--- src/rtl/ppa_pkg.sv ---
// shared constants and control types for the polygon perimeter/area block
package ppa_pkg;
  localparam int MAX_VERTICES_DEF = 128;
  localparam int FRAC_BITS_DEF    = 8;
  localparam int COORD_W = 16;
  localparam int ACC_W   = 48;
  localparam int CNT_W   = 8;
  localparam int PROD_W  = 128;
  localparam int ROOT_W  = 64;

  // square root operand select
  localparam logic [1:0] SRC_EDGE   = 2'd0;
  localparam logic [1:0] SRC_RADIUS = 2'd1;
  localparam logic [1:0] SRC_HERON  = 2'd2;

  typedef struct packed {
    logic       load;
    logic       sqrt_start;
    logic [1:0] sqrt_src;
    logic       save_edge;
    logic       save_radius;
    logic       heron_mul;
    logic       commit;
  } ppa_cmd_t;

  typedef struct packed {
    logic sqrt_done;
    logic mul_done;
    logic first_vtx;
    logic do_area;
    logic last_vtx;
  } ppa_sts_t;
endpackage

--- src/rtl/ppa_ctrl.sv ---
// controller sequencing the edge, radius and heron square roots per vertex
module ppa_ctrl (
  input  logic              clk,
  input  logic              rst_n,
  input  logic              in_fire,
  input  logic              out_busy,
  input  ppa_pkg::ppa_sts_t sts,
  output ppa_pkg::ppa_cmd_t cmd,
  output logic              idle
);
  import ppa_pkg::*;

  localparam logic [2:0] S_IDLE = 3'd0;
  localparam logic [2:0] S_EDGE = 3'd1;
  localparam logic [2:0] S_RAD  = 3'd2;
  localparam logic [2:0] S_MUL  = 3'd3;
  localparam logic [2:0] S_HER  = 3'd4;
  localparam logic [2:0] S_DONE = 3'd5;

  logic [2:0] state_r, state_nxt;
  logic       started_r, started_nxt;

  // ready for a new vertex only between vertices
  assign idle = (state_r == S_IDLE);

  // next state and commands
  always_comb begin
    state_nxt   = state_r;
    started_nxt = 1'b0;
    cmd         = '0;
    unique case (state_r)
      S_IDLE: begin
        if (in_fire) begin
          cmd.load = 1'b1;
          state_nxt = S_EDGE;
        end
      end
      S_EDGE: begin
        if (sts.first_vtx) begin
          state_nxt = S_DONE;
        end else if (!started_r) begin
          cmd.sqrt_start = 1'b1;
          cmd.sqrt_src = SRC_EDGE;
          started_nxt = 1'b1;
        end else if (sts.sqrt_done) begin
          cmd.save_edge = 1'b1;
          state_nxt = S_RAD;
        end else begin
          started_nxt = 1'b1;
        end
      end
      S_RAD: begin
        if (!started_r) begin
          cmd.sqrt_start = 1'b1;
          cmd.sqrt_src = SRC_RADIUS;
          started_nxt = 1'b1;
        end else if (sts.sqrt_done) begin
          cmd.save_radius = 1'b1;
          state_nxt = sts.do_area ? S_MUL : S_DONE;
        end else begin
          started_nxt = 1'b1;
        end
      end
      S_MUL: begin
        if (!started_r) begin
          cmd.heron_mul = 1'b1;
          started_nxt = 1'b1;
        end else if (sts.mul_done) begin
          state_nxt = S_HER;
        end else begin
          started_nxt = 1'b1;
        end
      end
      S_HER: begin
        if (!started_r) begin
          cmd.sqrt_start = 1'b1;
          cmd.sqrt_src = SRC_HERON;
          started_nxt = 1'b1;
        end else if (sts.sqrt_done) begin
          state_nxt = S_DONE;
        end else begin
          started_nxt = 1'b1;
        end
      end
      S_DONE: begin
        if (!(sts.last_vtx && out_busy)) begin
          cmd.commit = 1'b1;
          state_nxt = S_IDLE;
        end
      end
      default: state_nxt = S_IDLE;
    endcase
  end

  // state registers
  always_ff @(posedge clk) begin
    if (!rst_n) begin
      state_r   <= S_IDLE;
      started_r <= 1'b0;
    end else begin
      state_r   <= state_nxt;
      started_r <= started_nxt;
    end
  end
endmodule

--- config.mk ---
export PLATFORM = sky130hd
export DESIGN_NAME = ppa_ctrl
export DESIGN_NICKNAME = d
export VERILOG_FILES = /design/src/rtl/ppa_pkg.sv /design/src/rtl/ppa_ctrl.sv
export SDC_FILE = /design/constraint.sdc
export NUM_CORES = 1
export LEC_CHECK = 0
export BUFFER_PORTS_ARGS = -buffer_cell sky130_fd_sc_hd__buf_4
export CAP_MARGIN = 20
export CORE_AREA = 2 2 39 41
export DETAILED_ROUTE_END_ITERATION = 8
export DIE_AREA = 0 0 41 43
export PLACE_DENSITY = 0.58
export REMOVE_ABC_BUFFERS = 1
export SLEW_MARGIN = 10
export SYNTH_ARGS = -nofsm -noshare
export SYNTH_HDL_FRONTEND = slang
export SYNTH_SLANG_ARGS = --single-unit
--- constraint.sdc ---
create_clock -name clk -period 2.55 [get_ports clk]
set_input_delay 0.255 -clock clk [delete_from_list [all_inputs] [get_ports clk]]
set_output_delay 0.255 -clock clk [all_outputs]
set_load 0.01 [all_outputs]
======== Word-level counts from Yosys, hierarchy flattened ========
Cells that the tools add are included.
storage, ports and cells
  register bits ........................... 4
  bits of input ports ..................... 9
cells by class
  eq/ne operators ......................... 15
  mux-type cells .......................... 34
  reductions and logical operators ........ 4
operators with widths
  cell                number
  $mux 3              15
  $pmux 3 s6          1
  $ne 2x2->1 const B  8
  $mux 1              15
  $reduce_and 10->1   1
  $pmux 3 s3          1
  $eq 3x2->1 const B  2
  $eq 3x3->1 const B  2
  $ne 3x3->1 const B  2
  $mux 4              1
  $eq 3x1->1 const B  1
  $logic_not 3->1     1
  $pmux 1 s3          1
  $reduce_or 2->1     1
  $logic_and 1x1->1   1

======== Logic depth before layout (Yosys ltp) ========
Gate-level depths: netlist of run 1.
  depth after elaboration ................. 4
  mapped depth ............................ 6

======== Worst setup path after synthesis of run 1 ========
OpenSTA, ideal clock, no wires.
  kind .................................... reg-to-output
  start point ............................. register state_r[0]
  end point ............................... output port cmd[7] in the netlist's numbering
  arrival ................................. 1.249 ns
  data required time ...................... 2.295 ns
  setup slack ............................. 1.046 ns
  cell stages (with the launch flop) ...... 5
  buffers on the path ..................... 2
  cells stage by stage .................... dfxtp_1 buf_2 buf_2 nor3_1 and2_1
RTL lines
  what                      line             RTL
  start: declaration        ppa_ctrl.sv:20   logic [2:0] state_r, state_nxt;
  start signal: assignment  ppa_ctrl.sv:101  state_r <= state_nxt;
  end: declaration          ppa_ctrl.sv:8    output ppa_pkg::ppa_cmd_t cmd,

==> results of run 1 <==
path summary, 6_finish.rpt:
kind,to,slack [ns],cells after the start
worst max-delay path,cmd[6],0.70,3
worst min-delay path,state_r[2],0.29,2
worst max register to register,state_r[0],0.84,5
worst min register to register,state_r[1],0.69,2
sequential cells by signal (all words and copies together) (netlist names):
name,count
started_r,1
state_r,3
per-layer routing:
metal / part of all wire / GRT usage / up-vias
met4: 0 / 0.0200 / 0
met2: 0.48 / 0.234 / 17
met1: 0.46 / 0.241 / 245
li1: - / - / 280
met5: 0 / 0 / -
met3: 0.063 / 0.0628 / 0
per-stage QoR:
step	cell area (µm²)	std cells
3_5_place_dp	599	93
3_3_place_gp	599	93
5_1_grt	622	96
6_report	622	96
4_1_cts	622	96
2_1_floorplan	444	59
report_power, final:
group / total [mW] / leakage, nW / internal (mW) / switching [mW]
logic: 0.411 / 0.185 / 0.210 / 0.202
registers: 0.155 / 0.0327 / 0.0856 / 0.0698
clock network: 0.0779 / 0.0138 / 0.0526 / 0.0253
total: 0.645 / 0.231 / 0.348 / 0.297
cells by family after synthesis:
| logic type | Yosys count | share of synthesized area |
|---|---|---|
| multiplexers | 1 | 0.0243 |
| AND/OR/NAND/NOR | 27 | 0.348 |
| AO/OA/AOI/OAI | 23 | 0.380 |
| buffers and inverters | 8 | 0.0755 |
| flip-flops | 4 | 0.173 |
synthesized netlist by cell type:
cell type,instances
a211o_1,1
dfxtp_1,4
o32a_1,1
o311a_1,1
or3b_4,1
o311ai_1,1
o211ai_1,1
inv_2,1
a21oi_1,8
and2_1,1
or2b_1,1
nand2_1,3
nor2b_1,2
nand3b_1,3
o21ai_0,2
a311oi_1,1
buf_2,4
o32ai_4,1
nor3_1,9
a31oi_1,1
nor2_1,4
mux2_2,1
o21a_1,1
a211oi_1,3
o41ai_1,1
inv_1,3
nor4b_2,1
nand2b_1,1
nand4b_1,1
layout make-up:
type                       count  area [µm²]
timing repair buffer          18         135
tap                           16        20.0
clock buffer                   3        22.5
multi-input combinational     51         349
sequential                     4        80.1
fill                         142         762
inverter                       4        15.0
==> results.toml, run 1 <==
[run_status]
status = "finished, final reports clean"

[sta]
setup_ws_ns = 0.699
finClkSkew_ns = 0.00186
relSlewSlack = 0.598
period_needed_ns = 1.85
max_freq_mhz = 540
period_share = 0.726
worstMarginPinSlew_ns = 0.603
fin_tns_setup_ns = 0
setup_violations = 0
slew_viol_final = 0
rsz0062_at_grt = "false"
fin_hold_ws_ns = 0.291
hold_viol_final = 0

[placed_design]
portBuffers = 17
hpwlAfterDp_um = 886
place_ws_ns = 0.835
gp_congestion = 0.826

[floorplan]
fp.dieW_um = 41
die_h_um = 43
dieArea_um2 = 1760
core_area_um2 = 1380
rows = 14
io_pins = 18
initial_core_util = 0.335

[clock_tree]
cts_tree = "done"
cts.htree.levels = 1
cts.path.max_buffers = 2
insertion_delay_ns = 0.23
cts_setup_buffers = 0
cts_buffers = 3
clock-sinks = 4
cts_hold_buf = 0
cts_resized = 0
cts_root_buf = "clkbuf_4"
clk_pin_slew_ns = 0.04

[setup_path]
crit_path_start = "state_r[0]"
cp-end-kind = "primary output"
cp_data_required_time_ns = 2.30
critPathArrivalTime_ns = 1.60
max_stage_delay_ns = 0.51
slowest_stage = "dfxtp_1"
critical_path_class = "reg2out"
critPathMaxFanout = 12
worst-path-buf-inv = 1
crit_family = "flip-flops"
crit_chain = "or3b_4 > a211oi_1 > buf_4"
critPathLaunchType = "flip-flop"
timing.rr.start = "state_r[0]"

[yosys]
synthTopCellsByArea = "dfxtp_1, nor3_1, a21oi_1"
synth_top_area_share = 0.173
syn_area_um2 = 464
synth_seq_cells = 4
synth.avg_cell_area_um2 = 7.37
syn_inst = 63
yosys.area.top_type = "dfxtp_1"
yosysSeqAreaShare = 0.173
ys_types = 29
yosysWarningCount = 0

[cells_and_area]
syn_to_final_growth_pct = 34.0
drive_above_1_share = 0.325
final_common_cell = "buf_4"
layout_common_cells = "buf_4, nor3_1, a21oi_1"
fin_util = 0.449
antenna_cells = 0
nets = 91

[grt]
first_global_vias = 459
antenna_found_initial = 0
grt_overflow = 0
grt_pass1_wl_um = 2050
grt_start_max_net_pins = 18
grtUsageTotal = 0.166

[pwr]
ir_drop_uv = 431
finalPower_mw = 0.645
powerDensity_nw_per_um2 = 1040
cellLeakagePower_nw = 0.231

[drt]
drc = 0
ant_nets = 0
wl_per_cell_um = 12.1
routed_wl_um = 1160
drtIter0Drc = 12
first_pass_iters = 4
vias = 542
via_per_inst = 5.65

[worst_hold_path]
hold_path.class = "in2reg"
worstHoldStart = "rst_n"

[flow_run]
drv_cap = 0
Note: power is estimated with default switching activity, not from simulation.
==> inputs of run 2 (changes only) <==
==> constraint.sdc (replaced) <==
create_clock -name clk -period 1.88 [get_ports clk]
set_input_delay 0.188 -clock clk [delete_from_list [all_inputs] [get_ports clk]]
set_output_delay 0.188 -clock clk [all_outputs]
set_load 0.01 [all_outputs]
==> results.toml, run 2 (same netlist as run 1, synthesis figures left out) <==
[setup_path]
crit_path_start = "state_r[1]"
critPathMaxFanout = 12
cp_data_required_time_ns = 1.69
max_stage_delay_ns = 0.41
crit_chain = "buf_4 > nor3_1 > and2_1 > buf_4"
critPathArrivalTime_ns = 1.54
crit_top_cell = "buf_4"
critical_path_class = "reg2out"
cp-end-kind = "primary output"
worst-path-buf-inv = 2
slowest_stage = "dfxtp_1"
timing.rr.start = "state_r[1]"
critPathLaunchType = "flip-flop"
crit_family = "simple AND/OR/NAND/NOR gates"

[pwr]
cellLeakagePower_nw = 0.247
powerDensity_nw_per_um2 = 1440
ir_drop_uv = 640
finalPower_mw = 0.925

[floorplan]
die_h_um = 43
rows = 14
io_pins = 18
initial_core_util = 0.335
core_area_um2 = 1380
dieArea_um2 = 1760
fp.dieW_um = 41

[cells_and_area]
layout.cells.non_filler = 99
layout_common_cells = "buf_4, nor3_1, a21oi_1"
nets = 94
final_common_cell = "buf_4"
reg_top3 = "state_r x3, started_r x1"
largest_reg_flops = 3
drive_above_1_share = 0.349
fillerInstances = 152
antenna_cells = 0
regMostFlops = "state_r"
syn_to_final_growth_pct = 38.8

[sta]
slew_viol_final = 0
finClkSkew_ns = 0.00311
relSlewSlack = 0.680
fin_tns_setup_ns = 0
setup_violations = 0
max_freq_mhz = 580
period_needed_ns = 1.72
fin_hold_ws_ns = 0.242
worstMarginPinSlew_ns = 0.472
setup_ws_ns = 0.156
hold_viol_final = 0
period_share = 0.917
rsz0062_at_grt = "false"

[clock_tree]
cts.htree.levels = 1
clock-sinks = 4
clk_pin_slew_ns = 0.03
cts_root_buf = "clkbuf_4"
cts_hold_buf = 0
cts_setup_buffers = 0
cts.path.max_buffers = 2
cts_tree = "done"
cts_resized = 0
insertion_delay_ns = 0.23
cts_buffers = 3

[drt]
ant_nets = 0
first_pass_iters = 4
wl_met2_um = 695
vias = 553
top_layer = "met3"
drtIter0Drc = 6
drc = 0
wl_per_cell_um = 13.9
wl_met3_um = 54
routed_wl_um = 1370
via_per_inst = 5.59
wl_met1_um = 624

[grt]
grt_overflow = 0
grt_pass1_wl_um = 2170
first_global_vias = 490
grt_start_max_net_pins = 13
antenna_found_initial = 0
grtUsageTotal = 0.182

[placed_design]
hpwlAfterDp_um = 1080
portBuffers = 17
gp_congestion = 0.848
place_ws_ns = 0.270
dp_cells = 96

[flow_run]
drv_cap = 0

[run_status]
status = "finished, final reports clean"

[worst_hold_path]
worstHoldStart = "rst_n"
hold_path.class = "in2reg"
## run 2: through the flow
stage                     area, µm²  utilization
after floorplan                 444            -
after global placement          622        0.449
after detailed placement        622        0.449
after CTS                       644        0.466
after global routing            644        0.466
final                           644        0.466
## run 2: cell type report
type | instances | area (µm²) | share of cell area
Timing Repair Buffer | 21 | 158 | 0.245
Inverter | 4 | 15.0 | 0.0233
Tap cell | 16 | 20.0 | 0.0311
Multi-Input combinational cell | 51 | 349 | 0.542
Clock buffer | 3 | 22.5 | 0.0350
Sequential cell | 4 | 80.1 | 0.124
## run 2: path summary, 6_finish.rpt
check,to,slack (ns),cells past startpoint
hold reg to reg,state_r[1],0.79,3
setup reg to reg,state_r[0],0.27,4
setup / recovery,cmd[7],0.16,4
hold / removal,state_r[2],0.24,2
## run 2: power breakdown
group / total, mW / internal (mW) / switching [mW]
Combinational: 0.645 / 0.314 / 0.332
Sequential: 0.179 / 0.116 / 0.0629
Clock: 0.100 / 0.0710 / 0.0295
## run 2: layer usage
metal,global-route usage,vias up
li1,-,282
met1,0.240,252
met2,0.278,19
met3,0.0628,0
met4,0.0400,0
met5,0,-
